**src/deq_pkg.sv**
```systemverilog
`timescale 1ns / 1ps
`default_nettype none

package deq_pkg;

    localparam int DATA_WIDTH = 32;
    localparam int CAPACITY   = 64;
    localparam int ADDR_W     = $clog2(CAPACITY);
    localparam int COUNT_W    = $clog2(CAPACITY + 1);
    localparam int SUM_W      = COUNT_W + 1;

    localparam int REQ_W   = 3;
    localparam int VALUE_W = 32;
    localparam int ECOUNT_W = 7;
    localparam int ERR_W   = 2;

    localparam logic [REQ_W-1:0] REQ_PUSH_FRONT = 3'd0;
    localparam logic [REQ_W-1:0] REQ_PUSH_BACK  = 3'd1;
    localparam logic [REQ_W-1:0] REQ_POP_FRONT  = 3'd2;
    localparam logic [REQ_W-1:0] REQ_POP_BACK   = 3'd3;

    localparam logic [ERR_W-1:0] ERR_OK    = 2'd0;
    localparam logic [ERR_W-1:0] ERR_EMPTY = 2'd1;
    localparam logic [ERR_W-1:0] ERR_FULL  = 2'd2;

    typedef struct packed {
        logic [REQ_W-1:0]   req_type;
        logic [VALUE_W-1:0] push_value;
    } deq_req_t;

    typedef struct packed {
        logic [VALUE_W-1:0]  front_value;
        logic [VALUE_W-1:0]  back_value;
        logic [ECOUNT_W-1:0] element_count;
        logic                is_empty;
        logic [ERR_W-1:0]    error_code;
    } deq_rsp_t;

    // controller to datapath
    typedef struct packed {
        logic accept;
        logic issue;
    } deq_cmd_t;

endpackage

`default_nettype wire

```
**src/deq_req_if.sv**
```systemverilog
`timescale 1ns / 1ps
`default_nettype none

interface deq_req_if
    import deq_pkg::*;
();
    logic     valid;
    logic     ready;
    deq_req_t payload;

    modport source (output valid, output payload, input ready);
    modport sink (input valid, input payload, output ready);
endinterface

`default_nettype wire

```
**src/deq_rsp_if.sv**
```systemverilog
`timescale 1ns / 1ps
`default_nettype none

interface deq_rsp_if
    import deq_pkg::*;
();
    logic     valid;
    logic     ready;
    deq_rsp_t payload;

    modport source (output valid, output payload, input ready);
    modport sink (input valid, input payload, output ready);
endinterface

`default_nettype wire

```
**src/deq_ram.sv**
```systemverilog
`timescale 1ns / 1ps
`default_nettype none

module deq_ram #(
    parameter int WIDTH = 32,
    parameter int DEPTH = 64
) (
    input  logic                     clk,
    input  logic                     wr_en,
    input  logic [$clog2(DEPTH)-1:0] wr_addr,
    input  logic [WIDTH-1:0]         wr_data,
    input  logic                     rd_en,
    input  logic [$clog2(DEPTH)-1:0] rd_addr_a,
    input  logic [$clog2(DEPTH)-1:0] rd_addr_b,
    output logic [WIDTH-1:0]         rd_data_a,
    output logic [WIDTH-1:0]         rd_data_b
);

    logic [WIDTH-1:0] mem [DEPTH];

    always_ff @(posedge clk)
    begin
        if (wr_en)
        begin
            mem[wr_addr] <= wr_data;
        end
        if (rd_en)
        begin
            rd_data_a <= mem[rd_addr_a];
            rd_data_b <= mem[rd_addr_b];
        end
    end

endmodule

`default_nettype wire

```
**src/deq_ctrl.sv**
```systemverilog
`timescale 1ns / 1ps
`default_nettype none

module deq_ctrl
    import deq_pkg::*;
(
    input  logic     clk,
    input  logic     rst_n,
    input  logic     in_valid,
    output logic     in_ready,
    output logic     out_valid,
    input  logic     out_ready,
    output deq_cmd_t cmd
);

    typedef enum logic [1:0] {
        ST_IDLE = 2'b01,
        ST_READ = 2'b10
    } state_t;

    state_t state_reg, state_next;
    logic   out_valid_reg, out_valid_next;

    assign in_ready   = (state_reg == ST_IDLE);
    assign cmd.accept = in_valid && in_ready;
    // the read overwrites the memory output registers, so wait for the old result to leave
    assign cmd.issue  = (state_reg == ST_READ) && (!out_valid_reg || out_ready);
    assign out_valid  = out_valid_reg;

    always_comb
    begin
        state_next = state_reg;
        unique case (state_reg)
            ST_IDLE:
            begin
                if (cmd.accept)
                begin
                    state_next = ST_READ;
                end
            end
            ST_READ:
            begin
                if (cmd.issue)
                begin
                    state_next = ST_IDLE;
                end
            end
            default:
            begin
                state_next = ST_IDLE;
            end
        endcase
    end

    always_comb
    begin
        out_valid_next = out_valid_reg;
        if (cmd.issue)
        begin
            out_valid_next = 1'b1;
        end
        else if (out_ready)
        begin
            out_valid_next = 1'b0;
        end
    end

    always_ff @(posedge clk or negedge rst_n)
    begin
        if (!rst_n)
        begin
            state_reg     <= ST_IDLE;
            out_valid_reg <= 1'b0;
        end
        else
        begin
            state_reg     <= state_next;
            out_valid_reg <= out_valid_next;
        end
    end

endmodule

`default_nettype wire

```
**src/deq_datapath.sv**
```systemverilog
`timescale 1ns / 1ps
`default_nettype none

module deq_datapath
    import deq_pkg::*;
(
    input  logic     clk,
    input  logic     rst_n,
    input  deq_cmd_t cmd,
    input  deq_req_t req,
    output deq_rsp_t rsp
);

    logic [ADDR_W-1:0]  head_reg, head_next;
    logic [COUNT_W-1:0] count_reg, count_next;
    logic [ERR_W-1:0]   err_reg;
    logic [COUNT_W-1:0] res_count_reg;
    logic [ERR_W-1:0]   res_err_reg;

    logic               is_push, is_pop, full, empty, do_op;
    logic [ERR_W-1:0]   err_next;
    logic [ADDR_W-1:0]  head_dec, head_inc, tail_slot, back_slot, wr_addr;
    logic [SUM_W-1:0]   tail_sum, back_sum;
    logic [DATA_WIDTH-1:0] wr_data, rd_front, rd_back;
    logic               res_empty;

    assign is_push = (req.req_type == REQ_PUSH_FRONT) || (req.req_type == REQ_PUSH_BACK);
    assign is_pop  = (req.req_type == REQ_POP_FRONT) || (req.req_type == REQ_POP_BACK);
    assign full    = (count_reg == COUNT_W'(CAPACITY));
    assign empty   = (count_reg == '0);

    always_comb
    begin
        priority if (is_push && full)
        begin
            err_next = ERR_FULL;
        end
        else if (is_pop && empty)
        begin
            err_next = ERR_EMPTY;
        end
        else
        begin
            err_next = ERR_OK;
        end
    end

    assign do_op = cmd.accept && (err_next == ERR_OK);

    // ring index arithmetic, sums stay below twice the capacity
    assign head_dec  = (head_reg == '0) ? ADDR_W'(CAPACITY - 1) : head_reg - 1'b1;
    assign head_inc  = (head_reg == ADDR_W'(CAPACITY - 1)) ? '0 : head_reg + 1'b1;
    assign tail_sum  = SUM_W'(head_reg) + SUM_W'(count_reg);
    assign tail_slot = (tail_sum >= SUM_W'(CAPACITY)) ? ADDR_W'(tail_sum - SUM_W'(CAPACITY))
                                                      : ADDR_W'(tail_sum);
    // only meaningful when the queue is not empty
    assign back_sum  = SUM_W'(head_reg) + SUM_W'(count_reg) - 1'b1;
    assign back_slot = (back_sum >= SUM_W'(CAPACITY)) ? ADDR_W'(back_sum - SUM_W'(CAPACITY))
                                                      : ADDR_W'(back_sum);

    assign wr_addr = (req.req_type == REQ_PUSH_FRONT) ? head_dec : tail_slot;
    assign wr_data = DATA_WIDTH'(req.push_value);

    always_comb
    begin
        head_next  = head_reg;
        count_next = count_reg;
        if (do_op)
        begin
            unique case (req.req_type)
                REQ_PUSH_FRONT:
                begin
                    head_next  = head_dec;
                    count_next = count_reg + 1'b1;
                end
                REQ_PUSH_BACK:
                begin
                    count_next = count_reg + 1'b1;
                end
                REQ_POP_FRONT:
                begin
                    head_next  = head_inc;
                    count_next = count_reg - 1'b1;
                end
                REQ_POP_BACK:
                begin
                    count_next = count_reg - 1'b1;
                end
                default:
                begin
                    // query and unused codes leave the state alone
                end
            endcase
        end
    end

    always_ff @(posedge clk or negedge rst_n)
    begin
        if (!rst_n)
        begin
            head_reg  <= '0;
            count_reg <= '0;
        end
        else
        begin
            head_reg  <= head_next;
            count_reg <= count_next;
        end
    end

    always_ff @(posedge clk)
    begin
        if (cmd.accept)
        begin
            err_reg <= err_next;
        end
        if (cmd.issue)
        begin
            res_count_reg <= count_reg;
            res_err_reg   <= err_reg;
        end
    end

    deq_ram #(
        .WIDTH (DATA_WIDTH),
        .DEPTH (CAPACITY)
    ) u_ram (
        .clk       (clk),
        .wr_en     (do_op && is_push),
        .wr_addr   (wr_addr),
        .wr_data   (wr_data),
        .rd_en     (cmd.issue),
        .rd_addr_a (head_reg),
        .rd_addr_b (back_slot),
        .rd_data_a (rd_front),
        .rd_data_b (rd_back)
    );

    assign res_empty         = (res_count_reg == '0);
    assign rsp.front_value   = res_empty ? '0 : VALUE_W'(rd_front);
    assign rsp.back_value    = res_empty ? '0 : VALUE_W'(rd_back);
    assign rsp.element_count = ECOUNT_W'(res_count_reg);
    assign rsp.is_empty      = res_empty;
    assign rsp.error_code    = res_err_reg;

endmodule

`default_nettype wire

```
**src/double_ended_queue_core.sv**
```systemverilog
// channel  | dir | payload                                            | transfer
// req      | in  | req_type, push_value                               | valid & ready
// rsp      | out | front_value, back_value, element_count, is_empty,  | valid & ready
//          |     | error_code                                         |
//
// the accept edge writes the ring memory on a push and updates head and count; the issue
// edge in ST_READ reads front and back through the memory's two read ports.
// one request is in flight at a time; a new request is taken while a result waits.
// reset clears head, count and the handshake state; the memory needs no clearing.
// a stalled result holds the read: the request behind it waits in ST_READ until
// the result is taken.
`timescale 1ns / 1ps
`default_nettype none

module double_ended_queue_core
    import deq_pkg::*;
(
    input  logic      clk,
    input  logic      rst_n,
    deq_req_if.sink   req,
    deq_rsp_if.source rsp
);

    deq_cmd_t cmd;
    deq_rsp_t rsp_data;

    deq_ctrl u_ctrl (
        .clk       (clk),
        .rst_n     (rst_n),
        .in_valid  (req.valid),
        .in_ready  (req.ready),
        .out_valid (rsp.valid),
        .out_ready (rsp.ready),
        .cmd       (cmd)
    );

    deq_datapath u_datapath (
        .clk   (clk),
        .rst_n (rst_n),
        .cmd   (cmd),
        .req   (req.payload),
        .rsp   (rsp_data)
    );

    assign rsp.payload = rsp_data;

endmodule

`default_nettype wire

```
**src/flat_wrapper.sv**
```systemverilog
// flat-port wrapper written by rule: the top's interface ports become plain ports
module double_ended_queue_core_flat import deq_pkg::*;
  (clk, rst_n, req_valid, req_payload, req_ready, rsp_valid, rsp_payload, rsp_ready);
  deq_req_if req_i ();
  deq_rsp_if rsp_i ();
  input  logic clk;
  input  logic rst_n;
  input wire logic [$bits(req_i.valid)-1:0] req_valid;
  input wire logic [$bits(req_i.payload)-1:0] req_payload;
  output wire logic [$bits(req_i.ready)-1:0] req_ready;
  output wire logic [$bits(rsp_i.valid)-1:0] rsp_valid;
  output wire logic [$bits(rsp_i.payload)-1:0] rsp_payload;
  input wire logic [$bits(rsp_i.ready)-1:0] rsp_ready;
  assign req_i.valid = req_valid;
  assign req_i.payload = req_payload;
  assign req_ready = req_i.ready;
  assign rsp_valid = rsp_i.valid;
  assign rsp_payload = rsp_i.payload;
  assign rsp_i.ready = rsp_ready;
  double_ended_queue_core u_core (.clk(clk), .rst_n(rst_n), .req(req_i), .rsp(rsp_i));
endmodule
```
**config.mk**
```make
export PLATFORM = sky130hd
export DESIGN_NAME = double_ended_queue_core_flat
export DESIGN_NICKNAME = d
export VERILOG_FILES = /design/src/deq_pkg.sv /design/src/deq_req_if.sv /design/src/deq_rsp_if.sv /design/src/deq_ram.sv /design/src/deq_ctrl.sv /design/src/deq_datapath.sv /design/src/double_ended_queue_core.sv /design/src/flat_wrapper.sv
export SDC_FILE = /design/constraint.sdc
export NUM_CORES = 2
export LEC_CHECK = 0
export BUFFER_PORTS_ARGS = -buffer_cell sky130_fd_sc_hd__buf_2
export CAP_MARGIN = 25
export CORE_UTILIZATION = 57
export DETAILED_ROUTE_END_ITERATION = 16
export GPL_ROUTABILITY_DRIVEN = 1
export GPL_TIMING_DRIVEN = 1
export PLACE_DENSITY = 0.77
export SLEW_MARGIN = 25
export SYNTH_ARGS = -nofsm -noshare
export SYNTH_HDL_FRONTEND = slang
export SYNTH_HIERARCHICAL = 1
export SYNTH_SLANG_ARGS = --single-unit
```
**constraint.sdc**
```tcl
create_clock -name clk -period 5.4 [get_ports clk]
set_input_delay 0.81 -clock clk [delete_from_list [all_inputs] [get_ports clk]]
set_output_delay 0.81 -clock clk [all_outputs]
set_load 0.01 [all_outputs]
```
After elaboration in Yosys (flattened, before gate mapping)
Memory sizes are Yosys's and may differ from the RTL's. A register that Yosys moved wholly into a read port is not among the register bits.
Cells that the tools add are included.
{"block": "totals", "ff_bits": 27, "mem_bits_rw": 2048, "input_bits": 39, "out_inout_bits": 76, "word_cells": 68, "mem_count": 1}
{"memory": "u_core.u_datapath.u_ram.mem", "words": 64, "word_bits": 32, "read_ports": 2, "rd_clocked_by_memory_dff": 2, "wr": 1, "line_no": "deq_ram.sv:19", "text": "logic [WIDTH-1:0] mem [DEPTH];"}
{"block": "classes", "addsub": 8, "order_cmp": 2, "n_eq_ne": 9, "n_mux": 18, "n_reduce_logical": 23}
{"op": "2-to-1 mux 32 bit", "count": 2}
{"op": "2-to-1 mux 6 bit", "count": 5}
{"op": "subtractor 6 x 1 -> 6 bit, second input constant", "count": 3}
{"op": ">= comparator 8 x 7 -> 1 bit, second input constant", "count": 2}
{"op": "zero test 7 bit", "count": 2}
{"op": "one-hot mux 7 bit (2 select lines)", "count": 1}
{"op": "one-hot mux 6 bit (2 select lines)", "count": 1}
{"op": "adder 6 x 7 -> 8 bit", "count": 1}
{"op": "subtractor 8 x 1 -> 8 bit, second input constant", "count": 1}
{"op": "adder 7 x 1 -> 7 bit, second input constant", "count": 1}
{"op": "equality test 7 bit, second input constant", "count": 1}
{"op": "subtractor 7 x 1 -> 7 bit, second input constant", "count": 1}
{"op": "adder 6 x 1 -> 6 bit, second input constant", "count": 1}
{"op": "equality test 3 x 2 -> 1 bit, second input constant", "count": 2}
{"op": "equality test 6 bit, second input constant", "count": 1}
{"op": "logical AND 1 bit", "count": 6}
{"op": "zero test 6 bit", "count": 1}
{"op": "2-to-1 mux 2 bit", "count": 3}
{"op": "AND reduction 2 bit", "count": 3}
{"op": "nonzero test 2 bit", "count": 3}
{"op": "2-to-1 mux 1 bit", "count": 5}
{"op": "!= test 2 bit, second input constant", "count": 2}
{"op": "one-hot mux 2 bit (2 select lines)", "count": 1}
{"op": "OR reduction 2 bit", "count": 2}
{"op": "7 further kinds", "count": 9}

Longest topological paths before layout
{"block": "logic_depth", "ltp_word": 10, "depth_mapped": 14, "mapped_depth_nobuf": 11}

By module
The synthesis kept the hierarchy.
{"mod": "deq_ram", "n_inst": 1, "cells_per_inst": 4412, "area_each_um2": 96301.1, "seq_area_each_um2": 63420.8}
{"mod": "deq_datapath", "n_inst": 1, "cells_per_inst": 257, "area_each_um2": 2212.1, "seq_area_each_um2": 655.6}
{"mod": "deq_ctrl", "n_inst": 1, "cells_per_inst": 12, "area_each_um2": 137.6, "seq_area_each_um2": 76.3}

Worst setup path before layout
Ideal clock, no wire load.
{"block": "synth_path", "kind": "register to register", "start": "register u_core.u_datapath.head_reg[0]", "end": "memory u_core.u_datapath.u_ram.mem[49][0], enable pin", "setup_ps": 461, "arrival_time_ps": 4652, "required_time_ps": 4939, "path_slack_ps": 287, "path_stages_with_launch": 11, "n_path_buf": 0, "period_less_slack_ps": 5113, "path_cell_list": "dfrtp_1 > ha_1 > fa_1 > a21o_1 > a21oi_1 > xnor2_1 > nor2_1 > a21oi_1 > nor2b_1 > nand4_1 > nor3_1"}
{"block": "synth_via", "elab_chain_cells": 4, "elab_cells_between_ends": 8, "classes_between": "add/sub (3); order compare (1); mux (3); reduce/logical (1)"}
{"item": "start, declared", "line_no": "deq_datapath.sv:14", "text": "logic [ADDR_W-1:0] head_reg, head_next;"}
{"item": "start signal, assigned", "line_no": "deq_datapath.sv:106", "text": "head_reg <= head_next;"}
{"item": "adder 6 x 7 -> 8 bit", "line_no": "deq_datapath.sv:53", "text": "assign tail_sum = SUM_W'(head_reg) + SUM_W'(count_reg);"}
{"item": ">= comparator 8 x 7 -> 1 bit or subtractor 6 x 1 -> 6 bit (tied branches)", "line_no": "deq_datapath.sv:54", "text": "assign tail_slot = (tail_sum >= SUM_W'(CAPACITY)) ? ADDR_W'(tail_sum - SUM_W'(CAPACITY))"}
{"item": "2-to-1 mux 6 bit", "line_no": "deq_datapath.sv:54"}
{"item": "2-to-1 mux 6 bit *", "line_no": "deq_datapath.sv:61", "text": "assign wr_addr = (req.req_type == REQ_PUSH_FRONT) ? head_dec : tail_slot;"}
{"item": "named net u_core.u_datapath.wr_addr[4]", "line_no": "deq_datapath.sv:22", "text": "logic [ADDR_W-1:0] head_dec, head_inc, tail_slot, back_slot, wr_addr;"}
{"item": "end, declared", "line_no": "deq_ram.sv:19"}
The timed path passes the listed nets; every way through them passes the cells marked *.

Worst setup path after layout
{"block": "layout_path", "start": "register u_core.u_datapath.count_reg[0]", "end": "register u_core.u_datapath.u_ram.rd_data_b[10] (read register of u_core.u_datapath.u_ram.mem) (data pin)"}
{"block": "layout_via", "elab_chain_cells": 4, "elab_cells_between_ends": 5, "classes_between": "add/sub (3); order compare (1); mux (1)"}
{"item": "start, declared", "line_no": "deq_datapath.sv:15", "text": "logic [COUNT_W-1:0] count_reg, count_next;"}
{"item": "start signal, assigned", "line_no": "deq_datapath.sv:107", "text": "count_reg <= count_next;"}
{"item": "adder 6 x 7 -> 8 bit *", "line_no": "deq_datapath.sv:57", "text": "assign back_sum = SUM_W'(head_reg) + SUM_W'(count_reg) - 1'b1;"}
{"item": "subtractor 8 x 1 -> 8 bit *", "line_no": "deq_datapath.sv:57"}
{"item": ">= comparator 8 x 7 -> 1 bit or subtractor 6 x 1 -> 6 bit (tied branches)", "line_no": "deq_datapath.sv:58", "text": "assign back_slot = (back_sum >= SUM_W'(CAPACITY)) ? ADDR_W'(back_sum - SUM_W'(CAPACITY))"}
{"item": "2-to-1 mux 6 bit *", "line_no": "deq_datapath.sv:58"}
{"item": "named net u_core.u_datapath.back_slot[2]", "line_no": "deq_datapath.sv:22"}
{"item": "end, declared", "line_no": "deq_ram.sv:16", "text": "output logic [WIDTH-1:0] rd_data_b"}
Marks and branches as above.
A chain may end at the register's enable or synchronous reset.

==> impl_metrics.json <==
{
  "status": "finished clean",
  "grt_pass1_vias": 55200,
  "synth_xor_area_share_pct": 0.169,
  "stdcell_count": 7378,
  "largest_register": "u_core/u_datapath/u_ram/mem",
  "synth_adder_area_share_pct": 0.218,
  "synth_fp_nets": 4736,
  "synthMuxAreaShare_pct": 28.2,
  "reg_top3": "u_core/u_datapath/u_ram/mem: 2048 flops, u_core/u_datapath/u_ram/rd_data_a: 32 flops, u_core/u_datapath/u_ram/rd_data_b: 32 flops",
  "synth-main-ff-cell": "edfxtp_1",
  "yosysTopAreaCell": "edfxtp_1",
  "area_delta_synth_final_pct": 11.6,
  "fin_crit_ns": 4.77,
  "async_flop_share_pct": 0.748,
  "cts-resized-gates": 0,
  "synth-simple-area-share_pct": 1.85,
  "arrival_ns": 5.32,
  "start_util_pct": 57.4,
  "clk_pin_slew_ns": 0.06,
  "path_class": "reg -> reg",
  "initialDrtViolationCount": 8872,
  "finClkSkew_ns": 0.0360,
  "clkLatencyLatePin_ns": 0.85,
  "fillCellCount": 10900,
  "routedWlPerCell_um": 39.4,
  "syn_area_per_cell_sq_um": 21.1,
  "multi_input_area_sq_mm": 0.0332,
  "critPathLaunchType": "flip-flop",
  "dieArea_sq_mm": 0.175,
  "nets": 4944,
  "grtUsageTotal_pct": 33.8,
  "gr-total-overflow": 0,
  "placementRows": 152,
  "antenna_found_initial": 10,
  "hold_path_class": "in -> reg",
  "finalCritPeriodShare_pct": 88.3,
  "antenna_left": 0,
  "timing.fmax_mhz": 210,
  "grt_pass1_wl_mm": 411,
  "rsz0062_at_grt": "no",
  "hold_buffers": 1,
  "gp_congestion": 0.884,
  "synth-seq-area-share_pct": 65.0,
  "synth_edf_count": 2123,
  "holdWs_ns": 0.100,
  "place_area_sq_mm": 0.103,
  "die_h_um": 418,
  "die_w_um": 418,
  "drt_wl_total_mm": 291,
  "drv_cap": 0,
  "htreeDepth": 4,
  "drive_gt1_share_pct": 37.7,
  "place_inst": 6992,
  "ys_warn_count": 6,
  "cts_inserted_buffers": 203,
  "io_pins": 115,
  "slew_viol_final": 0,
  "synth.area.top_cells": "edfxtp_1 65%, mux4_2 26%, mux2i_1 2.1%",
  "port_buffers": 114,
  "relSlewSlack_pct": 23.4,
  "final.setup.tns_ns": 0,
  "ys_types": 60,
  "worstSetupEndpointType": "flip-flop",
  "cts_num_sinks": 2139,
  "final_area_sq_mm": 0.110,
  "netlist_area_sq_mm": 0.0987,
  "synth_top_family_by_area": "multiplexers",
  "synthCells": 4681,
  "setup_viol": 0,
  "hold_viol": 0,
  "synth-compound-area-share_pct": 2.65,
  "worst_ep_required_time_ns": 5.95,
  "worst_pin_slew_ns": 1.14,
  "core_sq_mm": 0.172,
  "grt_max_degree": 134,
  "ys_ff_latch": 2139,
  "largest_reg_flops": 2048,
  "detail_route.vias_per_cell": 7.54,
  "hpwl_mm": 169,
  "final_common_cell": "edfxtp_1",
  "synth_top_area_share_pct": 64.6,
  "dr.pass1.iters": 6,
  "route.vias.total": 55700,
  "seq_area_sq_mm": 0.0642,
  "cp_max_fo": 40,
  "drcViolationCount": 0,
  "final_cell_mix": "2123 x edfxtp_1, 1124 x mux4_2, 224 x buf_4",
  "tritoncts": "built",
  "cts_root_buf": "clkbuf_16",
  "clockBufferDepth": 3,
  "post_cts_buffers": 0
}
[synth_stat cells (3+ instances only)]
library cell / instances
a211oi_1: 18
nand2_1: 107
o22ai_1: 57
xnor2_1: 13
a221oi_1: 13
mux4_2: 1124
nor3_1: 10
o32a_1: 9
dfrtp_1: 15
a21o_1: 5
a22oi_1: 85
o21ai_1: 33
and2_1: 75
nand3_1: 13
a32oi_1: 9
inv_1: 8
edfxtp_1: 2123
nand2b_1: 12
nor2_1: 107
or3_1: 3
buf_6: 13
o21ai_0: 33
mux2i_1: 208
o31ai_1: 3
buf_1: 25
nor2b_1: 21
or2_2: 3
ha_1: 14
xor2_1: 6
buf_4: 58
mux2_2: 37
a31oi_1: 8
clkbuf_1: 142
a21oi_1: 66
nor3b_1: 3
nand3b_1: 7
nand4_1: 3
buf_2: 124
o221ai_1: 16
o211ai_1: 27
[through the flow]
stage               worst slack, ns  util [%]
finish                        0.633      64.1
global route                  0.531      64.1
CTS                           0.589      64.1
detailed placement            0.626      60.2
global placement              0.704      60.2
floorplan                     0.287         -
[worst max-delay path, cell delays in order, from the launching register on]
cell     delay [ns]
dfrtp_1        0.50
ha_1           0.28
fa_1           0.52
inv_1          0.09
ha_1           0.24
xnor2_2        0.31
buf_12         0.29
buf_4          0.60
mux4_2         0.40
mux2i_1        0.33
a21oi_1        0.20
o21ai_1        0.46
a21oi_1        0.13
[logic make-up (layout without fill, tap and decap cells)]
family                     count (synthesis)  count (layout)
buffers and inverters                    371             747
AOI/OAI and AO/OA                        392             392
and+or+nand+nor                          375             375
other                                      0              11
adders and majority gates                 16              16
DFF                                     2139            2139
muxes                                   1369            1369
xor gates and xnor gates                  19              19
[area by class of cell]
class | count | share of cell area, %
Clock buffer | 262 | 4.93
Inverter | 9 | 0.0443
Tap cell | 2310 | 2.62
Clock inverter | 111 | 1.05
Antenna cell | 11 | 0.0250
Sequential cell | 2139 | 58.3
Multi-Input combinational cell | 2171 | 30.1
Timing Repair Buffer | 365 | 2.91
[per-layer routing]
| metal | routed length [um] | vias to the layer above | global-route usage [%] |
|---|---|---|---|
| li1 | - | 20900 | - |
| met1 | 98900 | 29300 | 45.9 |
| met2 | 133000 | 4677 | 50.5 |
| met3 | 43500 | 810 | 10.8 |
| met4 | 15000 | 6 | 15.1 |
| met5 | 40 | - | 0 |
[path summary, 6_finish.rpt]
| path | startpoint | endpoint | slack [ns] | cells after the start |
|---|---|---|---|---|
| max | u_core/u_datapath/count_reg[0]$_DFFE_PN0P_ | u_core/u_datapath/u_ram/rd_data_b[10]$_DFFE_PP_ | 0.63 | 12 |
| min | req_valid | u_core/u_ctrl/state_reg[0]$_DFFE_PN1P_ | 0.10 | 2 |
| max reg2reg | u_core/u_datapath/count_reg[0]$_DFFE_PN0P_ | u_core/u_datapath/u_ram/rd_data_b[10]$_DFFE_PP_ | 0.63 | 12 |
| min reg2reg | u_core/u_datapath/err_reg[1]$_DFFE_PP_ | u_core/u_datapath/res_err_reg[1]$_DFFE_PP_ | 0.41 | 0 |
| max in group asynchronous | rst_n | u_core/u_datapath/head_reg[5]$_DFFE_PN0P_ | 4.63 | 2 |
| min in group asynchronous | rst_n | u_core/u_ctrl/out_valid$_DFFE_PN0P_ | 0.42 | 2 |
Power is left out: the tool's default activity adds up to more than one toggle a clock period on the data nets, which glitch-free logic cannot reach.
